[config.mk]
export PLATFORM = sky130hd
export DESIGN_NAME = shell_style_line_tokenizer_unit
export DESIGN_NICKNAME = d
export VERILOG_FILES = /design/src/sv/slt_pkg.sv /design/src/sv/shell_style_line_tokenizer_unit.sv /design/src/sv/slt_front.sv /design/src/sv/slt_queue.sv /design/src/sv/slt_back.sv
export SDC_FILE = /design/constraint.sdc
export NUM_CORES = 1
export LEC_CHECK = 0
export ABC_AREA = 0
export BUFFER_PORTS_ARGS = -buffer_cell sky130_fd_sc_hd__buf_2
export CAP_MARGIN = 15
export CORE_AREA = 2 2 77 79
export DETAILED_ROUTE_END_ITERATION = 12
export DIE_AREA = 0 0 79 81
export PLACE_DENSITY = 0.76
export SETUP_SLACK_MARGIN = 0.4
export SLEW_MARGIN = 20
export SYNTH_ARGS = -nofsm -noshare
export SYNTH_HDL_FRONTEND = slang
export SYNTH_HIERARCHICAL = 1
export SYNTH_SLANG_ARGS = --single-unit
export TNS_END_PERCENT = 5
[constraint.sdc]
create_clock -name clk_i -period 3.8 [get_ports clk_i]
set_input_delay 0.19 -clock clk_i [delete_from_list [all_inputs] [get_ports clk_i]]
set_output_delay 0.19 -clock clk_i [all_outputs]
set_load 0.01 [all_outputs]
[src/sv/slt_pkg.sv]
package slt_pkg;

  localparam logic [7:0] ChNul    = 8'h00;
  localparam logic [7:0] ChDquote = 8'h22;
  localparam logic [7:0] ChSquote = 8'h27;
  localparam logic [7:0] ChBslash = 8'h5C;

  typedef enum logic [1:0] {
    SCAN_IDLE   = 2'd0,
    SCAN_BARE   = 2'd1,
    SCAN_QUOTED = 2'd2
  } scan_mode_e;

  // One classified request. With lit_bs set, a literal backslash goes out
  // ahead of the result that the remaining fields describe.
  typedef struct packed {
    logic       lit_bs;
    logic [7:0] ch;
    logic       has;
    logic       te;
    logic       le;
  } cmd_t;

  function automatic logic is_ws(input logic [7:0] c);
    is_ws = (c == 8'd32) || ((c >= 8'd9) && (c <= 8'd13));
  endfunction

  function automatic logic is_quote(input logic [7:0] c);
    is_quote = (c == ChDquote) || (c == ChSquote);
  endfunction

endpackage

[src/sv/shell_style_line_tokenizer_unit.sv]
// Channel  Direction  Handshake            Payload
// in       input      in_valid_i/in_stall_o   char_in_i
// out      output     out_valid_o/out_stall_i char_out_o, has_char_o, token_end_o,
//                                             line_end_o, run_last_o
//
// One input byte is taken per cycle while the request queue has room.
// Each byte that gives results becomes one queue request; the output side
// drains one result per cycle while out_stall_i is low, so a byte with two
// results sends them in turn. Reset clears scanner state and empties the queue.
// A stall on the output fills the queue, after which in_stall_o rises.
module shell_style_line_tokenizer_unit #(
  parameter int unsigned QueueDepth = 4
) (
  input  logic       clk_i,
  input  logic       rst_ni,
  input  logic       in_valid_i,
  output logic       in_stall_o,
  input  logic [7:0] char_in_i,
  output logic       out_valid_o,
  input  logic       out_stall_i,
  output logic [7:0] char_out_o,
  output logic       has_char_o,
  output logic       token_end_o,
  output logic       line_end_o,
  output logic       run_last_o
);

  slt_pkg::cmd_t push_cmd;
  slt_pkg::cmd_t head_cmd;
  logic          push;
  logic          pop;
  logic          full;
  logic          empty;

  slt_front u_front (
    .clk_i      (clk_i),
    .rst_ni     (rst_ni),
    .in_valid_i (in_valid_i),
    .char_in_i  (char_in_i),
    .in_stall_o (in_stall_o),
    .full_i     (full),
    .push_o     (push),
    .cmd_o      (push_cmd)
  );

  slt_queue #(
    .Depth (QueueDepth)
  ) u_queue (
    .clk_i   (clk_i),
    .rst_ni  (rst_ni),
    .push_i  (push),
    .cmd_i   (push_cmd),
    .full_o  (full),
    .pop_i   (pop),
    .empty_o (empty),
    .head_o  (head_cmd)
  );

  slt_back u_back (
    .clk_i       (clk_i),
    .rst_ni      (rst_ni),
    .empty_i     (empty),
    .head_i      (head_cmd),
    .pop_o       (pop),
    .out_valid_o (out_valid_o),
    .out_stall_i (out_stall_i),
    .char_out_o  (char_out_o),
    .has_char_o  (has_char_o),
    .token_end_o (token_end_o),
    .line_end_o  (line_end_o),
    .run_last_o  (run_last_o)
  );

endmodule

[src/sv/slt_front.sv]
module slt_front (
  input  logic           clk_i,
  input  logic           rst_ni,
  input  logic           in_valid_i,
  input  logic [7:0]     char_in_i,
  output logic           in_stall_o,
  input  logic           full_i,
  output logic           push_o,
  output slt_pkg::cmd_t  cmd_o
);

  slt_pkg::scan_mode_e mode_q, mode_d;
  logic                sq_q, sq_d;
  logic                bs_q, bs_d;

  logic                accept;
  logic                esc;
  logic                consumed;
  logic [7:0]          active;

  assign in_stall_o = full_i;
  assign accept     = in_valid_i && !full_i;
  assign active     = sq_q ? slt_pkg::ChSquote : slt_pkg::ChDquote;

  always_ff @(posedge clk_i or negedge rst_ni) begin
    if (!rst_ni) begin
      mode_q <= slt_pkg::SCAN_IDLE;
      sq_q   <= 1'b0;
      bs_q   <= 1'b0;
    end else begin
      mode_q <= mode_d;
      sq_q   <= sq_d;
      bs_q   <= bs_d;
    end
  end

  always_comb begin
    mode_d   = mode_q;
    sq_d     = sq_q;
    bs_d     = bs_q;
    push_o   = 1'b0;
    cmd_o    = '0;
    consumed = 1'b0;
    esc      = 1'b0;
    if (accept) begin
      if (mode_q != slt_pkg::SCAN_BARE && mode_q != slt_pkg::SCAN_QUOTED) begin
        // Between tokens a pending backslash is meaningless and is cleared.
        bs_d = 1'b0;
        priority if (char_in_i == slt_pkg::ChNul) begin
          push_o   = 1'b1;
          cmd_o.le = 1'b1;
          mode_d   = slt_pkg::SCAN_IDLE;
          sq_d     = 1'b0;
        end else if (slt_pkg::is_ws(char_in_i)) begin
          mode_d = slt_pkg::SCAN_IDLE;
        end else if (slt_pkg::is_quote(char_in_i)) begin
          mode_d = slt_pkg::SCAN_QUOTED;
          sq_d   = (char_in_i == slt_pkg::ChSquote);
        end else if (char_in_i == slt_pkg::ChBslash) begin
          mode_d = slt_pkg::SCAN_BARE;
          bs_d   = 1'b1;
        end else begin
          mode_d    = slt_pkg::SCAN_BARE;
          push_o    = 1'b1;
          cmd_o.ch  = char_in_i;
          cmd_o.has = 1'b1;
        end
      end else begin
        if (bs_q) begin
          esc = (mode_q == slt_pkg::SCAN_BARE)
              ? (slt_pkg::is_quote(char_in_i) || char_in_i == slt_pkg::ChBslash ||
                 slt_pkg::is_ws(char_in_i))
              : (char_in_i == active || char_in_i == slt_pkg::ChBslash);
          bs_d = 1'b0;
          priority if (esc) begin
            push_o    = 1'b1;
            cmd_o.ch  = char_in_i;
            cmd_o.has = 1'b1;
            consumed  = 1'b1;
          end else if (char_in_i == slt_pkg::ChNul) begin
            // The held backslash itself closes the token and the line.
            push_o    = 1'b1;
            cmd_o.ch  = slt_pkg::ChBslash;
            cmd_o.has = 1'b1;
            cmd_o.te  = 1'b1;
            cmd_o.le  = 1'b1;
            mode_d    = slt_pkg::SCAN_IDLE;
            sq_d      = 1'b0;
            consumed  = 1'b1;
          end else begin
            cmd_o.lit_bs = 1'b1;
          end
        end
        if (!consumed) begin
          priority if (char_in_i == slt_pkg::ChNul) begin
            push_o   = 1'b1;
            cmd_o.te = 1'b1;
            cmd_o.le = 1'b1;
            mode_d   = slt_pkg::SCAN_IDLE;
            sq_d     = 1'b0;
            bs_d     = 1'b0;
          end else if (char_in_i == slt_pkg::ChBslash) begin
            bs_d = 1'b1;
          end else if (mode_q == slt_pkg::SCAN_BARE) begin
            push_o = 1'b1;
            priority if (slt_pkg::is_ws(char_in_i)) begin
              cmd_o.te = 1'b1;
              mode_d   = slt_pkg::SCAN_IDLE;
            end else if (slt_pkg::is_quote(char_in_i)) begin
              cmd_o.te = 1'b1;
              mode_d   = slt_pkg::SCAN_QUOTED;
              sq_d     = (char_in_i == slt_pkg::ChSquote);
            end else begin
              cmd_o.ch  = char_in_i;
              cmd_o.has = 1'b1;
            end
          end else begin
            push_o = 1'b1;
            if (char_in_i == active) begin
              cmd_o.te = 1'b1;
              mode_d   = slt_pkg::SCAN_IDLE;
              sq_d     = 1'b0;
            end else begin
              cmd_o.ch  = char_in_i;
              cmd_o.has = 1'b1;
            end
          end
        end
      end
    end
  end

endmodule

[src/sv/slt_queue.sv]
module slt_queue #(
  parameter int unsigned Depth = 4
) (
  input  logic           clk_i,
  input  logic           rst_ni,
  input  logic           push_i,
  input  slt_pkg::cmd_t  cmd_i,
  output logic           full_o,
  input  logic           pop_i,
  output logic           empty_o,
  output slt_pkg::cmd_t  head_o
);

  localparam int unsigned PtrW = (Depth > 1) ? $clog2(Depth) : 1;
  localparam int unsigned CntW = $clog2(Depth + 1);

  slt_pkg::cmd_t   mem_q [Depth];
  logic [PtrW-1:0] wr_ptr_q, wr_ptr_d;
  logic [PtrW-1:0] rd_ptr_q, rd_ptr_d;
  logic [CntW-1:0] cnt_q, cnt_d;
  logic            do_push;
  logic            do_pop;

  assign full_o  = (cnt_q == CntW'(Depth));
  assign empty_o = (cnt_q == '0);
  assign do_push = push_i && !full_o;
  assign do_pop  = pop_i && !empty_o;
  assign head_o  = mem_q[rd_ptr_q];

  always_comb begin
    wr_ptr_d = wr_ptr_q;
    rd_ptr_d = rd_ptr_q;
    cnt_d    = cnt_q;
    if (do_push) begin
      wr_ptr_d = (wr_ptr_q == PtrW'(Depth - 1)) ? '0 : wr_ptr_q + PtrW'(1);
    end
    if (do_pop) begin
      rd_ptr_d = (rd_ptr_q == PtrW'(Depth - 1)) ? '0 : rd_ptr_q + PtrW'(1);
    end
    if (do_push && !do_pop) begin
      cnt_d = cnt_q + CntW'(1);
    end else if (do_pop && !do_push) begin
      cnt_d = cnt_q - CntW'(1);
    end
  end

  always_ff @(posedge clk_i or negedge rst_ni) begin
    if (!rst_ni) begin
      wr_ptr_q <= '0;
      rd_ptr_q <= '0;
      cnt_q    <= '0;
    end else begin
      wr_ptr_q <= wr_ptr_d;
      rd_ptr_q <= rd_ptr_d;
      cnt_q    <= cnt_d;
    end
  end

  always_ff @(posedge clk_i) begin
    if (do_push) begin
      mem_q[wr_ptr_q] <= cmd_i;
    end
  end

endmodule

[src/sv/slt_back.sv]
module slt_back (
  input  logic           clk_i,
  input  logic           rst_ni,
  input  logic           empty_i,
  input  slt_pkg::cmd_t  head_i,
  output logic           pop_o,
  output logic           out_valid_o,
  input  logic           out_stall_i,
  output logic [7:0]     char_out_o,
  output logic           has_char_o,
  output logic           token_end_o,
  output logic           line_end_o,
  output logic           run_last_o
);

  logic phase_q, phase_d;
  logic accept;
  logic first_bs;

  assign out_valid_o = !empty_i;
  assign accept      = out_valid_o && !out_stall_i;
  // A request with a literal backslash gives a backslash beat ahead of its own result.
  assign first_bs    = head_i.lit_bs && !phase_q;
  assign pop_o       = accept && !first_bs;

  always_comb begin
    phase_d = phase_q;
    if (accept) begin
      phase_d = first_bs;
    end
  end

  always_ff @(posedge clk_i or negedge rst_ni) begin
    if (!rst_ni) begin
      phase_q <= 1'b0;
    end else begin
      phase_q <= phase_d;
    end
  end

  always_comb begin
    if (first_bs) begin
      char_out_o  = slt_pkg::ChBslash;
      has_char_o  = 1'b1;
      token_end_o = 1'b0;
      line_end_o  = 1'b0;
      run_last_o  = 1'b0;
    end else begin
      char_out_o  = head_i.ch;
      has_char_o  = head_i.has;
      token_end_o = head_i.te;
      line_end_o  = head_i.le;
      run_last_o  = 1'b1;
    end
  end

endmodule

-- Yosys cells after proc, flatten, opt, wreduce, memory -nomap -nowiden
Memories as Yosys holds them, arrays and structs flattened.
Index checks and enable logic that the tools add are counted.
- $add $sub $neg: 4
- order comparisons: 2
- eq/ne operators: 13
- muxes and demuxes: 93
- reduce and logical (&&, ||, !) cells: 26
- operator list (operator ; number):
    2-to-1 mux 9 bit ; 10
    2-to-1 mux 11 bit ; 5
    2-to-1 mux 1 bit ; 52
    2-to-1 mux 2 bit ; 17
    2-to-1 mux 10 bit ; 3
    == test 8 x 6 -> 1 bit (second input constant) ; 3
    2-to-1 mux 12 bit ; 2
    logical AND 1 bit ; 10
    2-to-1 mux 3 bit ; 3
    == test 8 x 7 -> 1 bit (second input constant) ; 1
    == test 8 bit ; 1
    >= comparator 8 x 4 -> 1 bit (second input constant) ; 1
    less-or-equal comparator 8 x 4 -> 1 bit (second input constant) ; 1
    logical NOT 8 bit ; 1
    2-to-1 mux 8 bit ; 1
    logical NOT 1 bit ; 7
    != test 3 bit (second input constant) ; 2
    logical OR 1 bit ; 5
    adder 2 x 1 -> 2 bit (second input constant) ; 2
    == test 2 bit (second input constant) ; 2
    adder 3 x 1 -> 3 bit (second input constant) ; 1
    == test 3 bit (second input constant) ; 1
    logical NOT 3 bit ; 1
    AND reduction 3 bit ; 1
    5 further kinds ; 5
- register bits: 12
- bits in writable memories: 48
- output and inout bits: 14
- memories: 1
- memories (name ; depth ; width ; read ports ; clocked after Yosys merged registers in ; write ports ; line ; RTL):
    u_queue.mem_q ; 4 ; 12 ; 1 ; 0 ; 1 ; slt_queue.sv:17 ; slt_pkg::cmd_t mem_q [Depth];

-- Longest topological paths before layout
Gate-level depths: netlist (run 1).
- word-level depth: 19
- depth in mapped cells: 13
- depth with buffers taken out: 12

-- By module
The synthesis (run 1) kept the hierarchy.
- by module, submodules not included (module ; times used ; cells each ; area each (µm²) ; sequential area each (µm²)):
    slt_queue ; 1 ; 100 ; 2195.9 ; 1616.6
    slt_front ; 1 ; 109 ; 805.8 ; 100.1
    slt_back ; 1 ; 18 ; 155.1 ; 25.0

-- Least setup slack after synthesis (run 1)
No wires, ideal clock.
- kind: register to register
- from: register u_front.mode_q[1]
- to: register u_queue.cnt_q[1]
- data arrival time: 2.531 ns
- slack: 1.142 ns
- stages on the path, launching flop included: 12
- period minus slack after synthesis: 2.658 ns
- path through: dfrtp_1 > inv_1 > ha_1 > clkbuf_1 > buf_1 > a21oi_1 > o21a_1 > nor2b_4 > ha_1 > inv_1 > fa_1 > mux2_1
- RTL lines (what ; line ; RTL):
    from (decl) ; slt_front.sv:12 ; slt_pkg::scan_mode_e mode_q, mode_d;
    from (signal assigned) ; slt_front.sv:27 ; mode_q <= slt_pkg::SCAN_IDLE;
    from (signal assigned) ; slt_front.sv:31 ; mode_q <= mode_d;
    == test 2 x 1 -> 1 bit ; slt_front.sv:70 ; esc = (mode_q == slt_pkg::SCAN_BARE)
    2-to-1 mux 1 bit ; slt_front.sv:71 ; ? (slt_pkg::is_quote(char_in_i) || char_in_i == slt_pkg::ChBslash ||
    2-to-1 mux 1 bit ; slt_front.sv:75 ; priority if (esc) begin
    2-to-1 mux 1 bit ; slt_front.sv:69 ; if (bs_q) begin
    2-to-1 mux 1 bit (on tied branches) ; slt_front.sv:102, slt_front.sv:46 ;
    2-to-1 mux 1 bit (on tied branches) ; slt_front.sv:95, slt_front.sv:45 ;
    2-to-1 mux 1 bit ; slt_front.sv:94 ; if (!consumed) begin
    2-to-1 mux 1 bit (*) ; slt_front.sv:46 ; if (mode_q != slt_pkg::SCAN_BARE && mode_q != slt_pkg::SCAN_QUOTED) begin
    2-to-1 mux 1 bit (*) ; slt_front.sv:45 ; if (accept) begin
    named net push ; shell_style_line_tokenizer_unit.sv:30 ; logic push;
    logical AND 1 bit (*) ; slt_queue.sv:26 ; assign do_push = push_i && !full_o;
    named net u_queue.do_push ; slt_queue.sv:21 ; logic do_push;
    logical AND 1 bit (*) ; slt_queue.sv:40 ; if (do_push && !do_pop) begin
    2-to-1 mux 3 bit (*) ; slt_queue.sv:40 ;
    named net u_queue.cnt_d[1] ; slt_queue.sv:20 ; logic [CntW-1:0] cnt_q, cnt_d;
    to (signal assigned) ; slt_queue.sv:55 ; cnt_q <= cnt_d;
    to (decl) ; slt_queue.sv:20 ;
Mark *: on every way through the listed nets, which the timed path passes. The rest lies on a longest branch. The select of a mux whose other input is x is not followed.
A chain may end at the register's enable or synchronous reset.

==> results of run 1 <==
## routing by layer
metal  GRT usage  vias up  part of all wire
li1            -      930                 -
met1      0.2608      990              0.46
met2      0.3034       41              0.50
met3     0.05222        6             0.039
met4     0.06379        0            0.0071
met5           0        -                 0
## layout make-up
type	count	area (µm²)	area share
multi-input cells	146	1306	0.3681
well taps	75	93.84	0.02645
clock buffers	9	123.9	0.03491
repair buffers	29	157.7	0.04443
flip-flops and latches	60	1742	0.4908
inverters	9	33.78	0.009520
clock inverters	7	91.34	0.02574
## cell families (layout without fill, tap and decap cells)
kind of cell               count (synthesis)  in the layout  synth area share
AOI/OAI and AO/OA                         42             42            0.1102
xor gates and xnor gates                   3              3          0.008325
adders and majority gates                  8              8           0.03409
buffers and inverters                     21             54           0.03448
DFF                                       60             60            0.5517
muxes                                     18             18            0.1090
and+or+nand+nor                           75             75            0.1522
## worst max-delay path, stage by stage (launching register included)
cell and delay, ps:
dfrtp_1 330, buf_4 270, mux4_2 570, nand2b_4 170
nor3b_2 210, o31ai_2 130, ha_1 230, inv_1 70
fa_1 390, mux2_1 280
## registers in the layout, indices dropped and copies added (netlist names)
signal / count
u_front/sq_q: 1
u_back/phase_q: 1
u_front/bs_q: 1
u_queue/rd_ptr_q: 2
u_queue/cnt_q: 3
u_queue/mem_q: 48
u_front/mode_q: 2
u_queue/wr_ptr_q: 2
## path summary, 6_finish.rpt
check | slack [ps] | endpoint | depth (start not counted) | startpoint
setup / recovery | 1030 | u_queue/cnt_q[1]$_DFFE_PN0P_ | 9 | u_queue/rd_ptr_q[0]$_DFFE_PN0P_
max in group asynchronous | 3290 | u_queue/wr_ptr_q[1]$_DFFE_PN0P_ | 2 | rst_ni
hold reg to reg | 550 | u_back/phase_q$_DFFE_PN0P_ | 2 | u_back/phase_q$_DFFE_PN0P_
hold / removal | 70 | u_back/phase_q$_DFFE_PN0P_ | 2 | out_stall_i
setup reg to reg | 1030 | u_queue/cnt_q[1]$_DFFE_PN0P_ | 9 | u_queue/rd_ptr_q[0]$_DFFE_PN0P_
min in group asynchronous | 270 | u_back/phase_q$_DFFE_PN0P_ | 2 | rst_ni
## through the flow
stage | setup WS [ps] | total power, mW | hold slack, ps | area, µm² | util
after floorplan | 1142 | 1.842 | -105.6 | 3157 | -
after detailed placement | 985.2 | 2.085 | 94.80 | 3323 | 0.5855
final | 1027 | 2.665 | 72.93 | 3548 | 0.6252
after CTS | 985.0 | 2.691 | 56.88 | 3548 | 0.6252
after global placement | 1005 | 2.058 | 91.67 | 3323 | 0.5855
after global routing | 850.1 | 2.844 | 73.57 | 3548 | 0.6252
## Yosys cell counts, drive strengths merged (2+ instances only)
library cell | number | area share
mux4 | 12 | 0.086
and3 | 4 | 0.0079
nor3 | 12 | 0.024
o22ai | 2 | 0.0040
a2111oi | 2 | 0.0095
ha | 7 | 0.028
or2 | 2 | 0.0040
o31ai | 3 | 0.010
nor4 | 2 | 0.0059
nor2b | 5 | 0.013
nand2b | 6 | 0.014
and4 | 2 | 0.0055
xor2 | 2 | 0.0055
o21a | 5 | 0.012
edfxtp | 48 | 0.46
a21oi | 4 | 0.0063
clkbuf | 4 | 0.0048
a211oi | 3 | 0.0087
dfrtp | 12 | 0.095
nor2 | 10 | 0.012
mux2 | 5 | 0.020
a21o | 2 | 0.0048
inv | 9 | 0.011
a31oi | 3 | 0.0059
a211o | 3 | 0.0083
nor3b | 3 | 0.012
nand3 | 5 | 0.0079
nand2 | 8 | 0.0095
o21ai | 7 | 0.011
buf | 8 | 0.019
and2 | 10 | 0.020
or2b | 2 | 0.0048
## power breakdown
| part | total, mW | switching, mW | internal, mW | leakage, nW |
|---|---|---|---|---|
| registers | 1.03 | 0.115 | 0.910 | 0.594 |
| clock network | 0.605 | 0.239 | 0.365 | 0.101 |
| logic | 1.04 | 0.529 | 0.506 | 0.622 |
==> results.toml, run 1 <==
[global_route]
track_usage = 0.1918
grt_pass1_wl_um = 9156
grt_overflow_total = 0
grt_pass1_vias = 1861
grt_antenna_before_repair = 0
grt_start_max_net_pins = 20

[cells_and_area]
area_growth_pct = 12.41
drive_gt1_frac = 0.2846
fin_nets = 275
final_common_cell = "edfxtp_1"
final_cells = 335
antenna_cells = 0
mostFrequentLayoutCells = "edfxtp_1 (48), buf_2 (25), dfrtp_1 (12), mux4_2 (12)"
num-fill-cells = 450

[sta]
finalCritPeriodShare = 0.7297
min_period_ps = 2773
worstMarginPinSlew_ps = 629.5
rsz0062_at_grt = "false"
max_slew_margin = 0.5804
fmax_mhz = 360.6
hold_viol = 0
tns_ps = 0
slew_viol_final = 0
setup_violations = 0
skew_ps = 8.192

[worst_setup_path]
critical_path_arrival_ps = 2990
critPathMaxFanout = 15
crit_required_ps = 4010
critPathLaunchType = "flop"
endpoint_kind = "flop"
worstSetupPathType = "reg -> reg"

[die]
die_x_um = 79
initial_utilization = 0.5562
io_pins = 26
die_area_um2 = 6399
num_rows = 28
dieHeight_um = 81
core_area_um2 = 5675

[route]
drt_iter0_drc = 103
wl_um = 5483
vias = 1967
wl_per_cell_um = 16.37
ant_nets = 0
post-route-drc-count = 0
via_per_inst = 5.872
drt-pass1-iter-count = 4

[clocking]
clkLatencyLatePin_ps = 330
post_cts_buffers = 0
cts_tree = "done"
postCtsResizedCells = 0
cts_sinks = 60
cts.reportedPaths.clkPinSlew_ps = 70
cts_buffers = 9
cts_buffer_depth = 2
cts_hold_buf = 1
cts_root_buf = "clkbuf_8"
htree_levels = 3

[synthesis]
synthArstFlopShare = 0.2000
ys_ff_latch = 60
syn_area_um2 = 3157
yosys_warnings = 6
yosysSeqAreaShare = 0.5517
synth_cell_types = 62
ys.flop_type = "edfxtp_1"
postSynthAreaPerCell_um2 = 13.91
synth_edf_count = 48
synth_nets = 247
syn-instance-count = 227

[power_and_ir_drop]
vdd_drop_max_v = 0.0003621
power_leakage_nw = 1.317
power_density_nw_per_um2 = 751.0

[run_status]
status = "completed"

[job]
timing.max_cap.violations = 0

[place]
gp_congestion = 0.8539
hpwl_um = 3800
io_buffers = 25
placedCellCount = 318

[hold_path]
min_path_type = "in -> reg"
No activity file was read; power rests on OpenSTA's default activity.
==> inputs of run 2 (changes only) <==
- CORE_AREA: 2 2 77 79 -> 2 2 80 82
- DIE_AREA: 0 0 79 81 -> 0 0 82 84
- PLACE_DENSITY: 0.76 -> 0.74
- clock period: 3.8 -> 2.3 ns (I/O delays scaled with it)
==> run 2 against run 1 <==
Utilization is 2.6 points higher. Cell count is 12% higher. Final area grew 12%. Clock skew barely moved. Largest cell class unchanged. First-iteration DRC count grew 17%. Sequential power is 59% higher. Clock-buffer cell count grew 1. Critical path type unchanged. The flow now finishes with violations (setup timing). Clock power is 63% higher. Total power rose by 82%. Hold slack improved by 38 ps.
==> results.toml, run 2 (synthesis gave the netlist of run 1 again) <==
[route]
via_per_inst = 5.691
post-route-drc-count = 0
wl_um = 6631
wl_per_cell_um = 17.68
drt_iter0_drc = 120
drt-pass1-iter-count = 4
ant_nets = 0
vias = 2134

[die]
die_x_um = 82
dieHeight_um = 84
die_area_um2 = 6888
core_area_um2 = 6096
io_pins = 26
initial_utilization = 0.5179
num_rows = 29

[sta]
min_period_ps = 2338
tns_ps = -37.93
max_slew_margin = 0.5240
finalCritPeriodShare = 1.016
fmax_mhz = 427.7
slew_viol_final = 0
worstMarginPinSlew_ps = 707.5
skew_ps = 8.464
rsz0062_at_grt = "true"
setup_violations = 1
hold_viol = 0
setup_ws_ps = -37.93

[global_route]
track_usage = 0.2155
grt_overflow_total = 0
grt_antenna_before_repair = 0
grt_pass1_wl_um = 10860
grt_pass1_vias = 2194
grt_start_max_net_pins = 19

[clocking]
clkLatencyLatePin_ps = 330
htree_levels = 3
cts_sinks = 60
cts_tree = "done"
cts_buffers = 9
cts_buffer_depth = 2
cts.reportedPaths.clkPinSlew_ps = 60
cts_root_buf = "clkbuf_8"

[cells_and_area]
drive_gt1_frac = 0.4329
register_area_um2 = 1743
final_cells = 375
antenna_cells = 0
mostFrequentLayoutCells = "edfxtp_1 (48), buf_4 (36), buf_2 (25), mux4_2 (12), dfrtp_1 (11)"
area_growth_pct = 25.80
regMostFlops = "u_queue/mem_q"
final_common_cell = "edfxtp_1"
num-fill-cells = 459
top_regs = "u_queue/mem_q x48, u_queue/cnt_q x3"
largest_reg_flops = 48
multiInputGateArea_um2 = 1431
fin_nets = 313

[place]
gp_congestion = 0.8681
placedCellCount = 352
hpwl_um = 4516
dp_slack_ps = -89.12
io_buffers = 25

[worst_setup_path]
crit_required_ps = 2510
worstSetupPathType = "reg -> reg"
critPathLaunchType = "flop"
endpoint_kind = "flop"
critPathMaxFanout = 2
critical_path_arrival_ps = 2550

[power_and_ir_drop]
power_density_nw_per_um2 = 1222
vdd_drop_max_v = 0.0005102
power_leakage_nw = 1.545

[run_status]
status = "complete, but fails checks"
violations = "setup timing"

[hold_path]
min_path_type = "in -> reg"

[job]
timing.max_cap.violations = 0
==> run 2: path summary, 6_finish.rpt <==
path	slack, ps	endpoint	start	depth (start not counted)
max in group asynchronous	1850	u_front/sq_q$_DFFE_PN0P_	rst_ni	2
worst max-delay path	-40	u_queue/cnt_q[1]$_DFFE_PN0P_	u_queue/rd_ptr_q[0]$_DFFE_PN0P_	8
worst min-delay path	110	u_back/phase_q$_DFFE_PN0P_	out_stall_i	3
worst min register to register	580	u_back/phase_q$_DFFE_PN0P_	u_back/phase_q$_DFFE_PN0P_	2
worst max register to register	-40	u_queue/cnt_q[1]$_DFFE_PN0P_	u_queue/rd_ptr_q[0]$_DFFE_PN0P_	8
min in group asynchronous	200	u_front/mode_q[0]$_DFFE_PN0P_	rst_ni	2
==> run 2: per-stage QoR <==
step,area [µm²],hold slack (ps),power [mW],utilization
floorplan,3191,-180.6,3.145,-
global route,3971,119.5,5.185,0.6515
detailed placement,3582,19.37,3.715,0.5876
finish,3971,110.5,4.854,0.6515
CTS,3899,80.26,4.832,0.6396
global placement,3582,13.37,3.620,0.5876
==> run 2: worst max-delay path, cell delays in order, from the launching register on <==
cell,delay [ps]
dfrtp_1,370
mux4_2,540
nand2b_4,90
nor3b_2,190
o31ai_2,130
ha_4,180
inv_2,40
fa_1,400
mux2_4,270
==> run 2: area by class of cell <==
cell class / count / area share
tap: 77 / 0.02426
sequential: 60 / 0.4389
timing repair buffer: 67 / 0.1159
clock buffer: 10 / 0.03214
multi-input combinational: 146 / 0.3604
inverter: 9 / 0.008507
clock inverter: 6 / 0.01985
==> run 2: where the power goes <==
| group | internal [mW] | total (mW) | switching [mW] |
|---|---|---|---|
| sequential | 1.51 | 1.64 | 0.134 |
| combinational | 1.14 | 2.23 | 1.09 |
| clock | 0.599 | 0.986 | 0.386 |
| total | 3.24 | 4.85 | 1.61 |
==> run 2: layer usage <==
metal / vias up / global-route usage / routed length [µm] / share of wire
met3: 12 / 0.04437 / 257 / 0.039
met1: 1063 / 0.2714 / 2824 / 0.43
li1: 1012 / - / - / -
met2: 47 / 0.3607 / 3425 / 0.52
met5: - / 0 / 0 / 0
met4: 0 / 0.08182 / 125 / 0.019
==> run 2: repair_timing <==
item,CTS,global route
resized for setup,24,9
pin swaps,10,11
buffers inserted,0,5
setup endpoints to repair,94,89
hold buffers,2,0
endpoints found under the hold margin,13,0
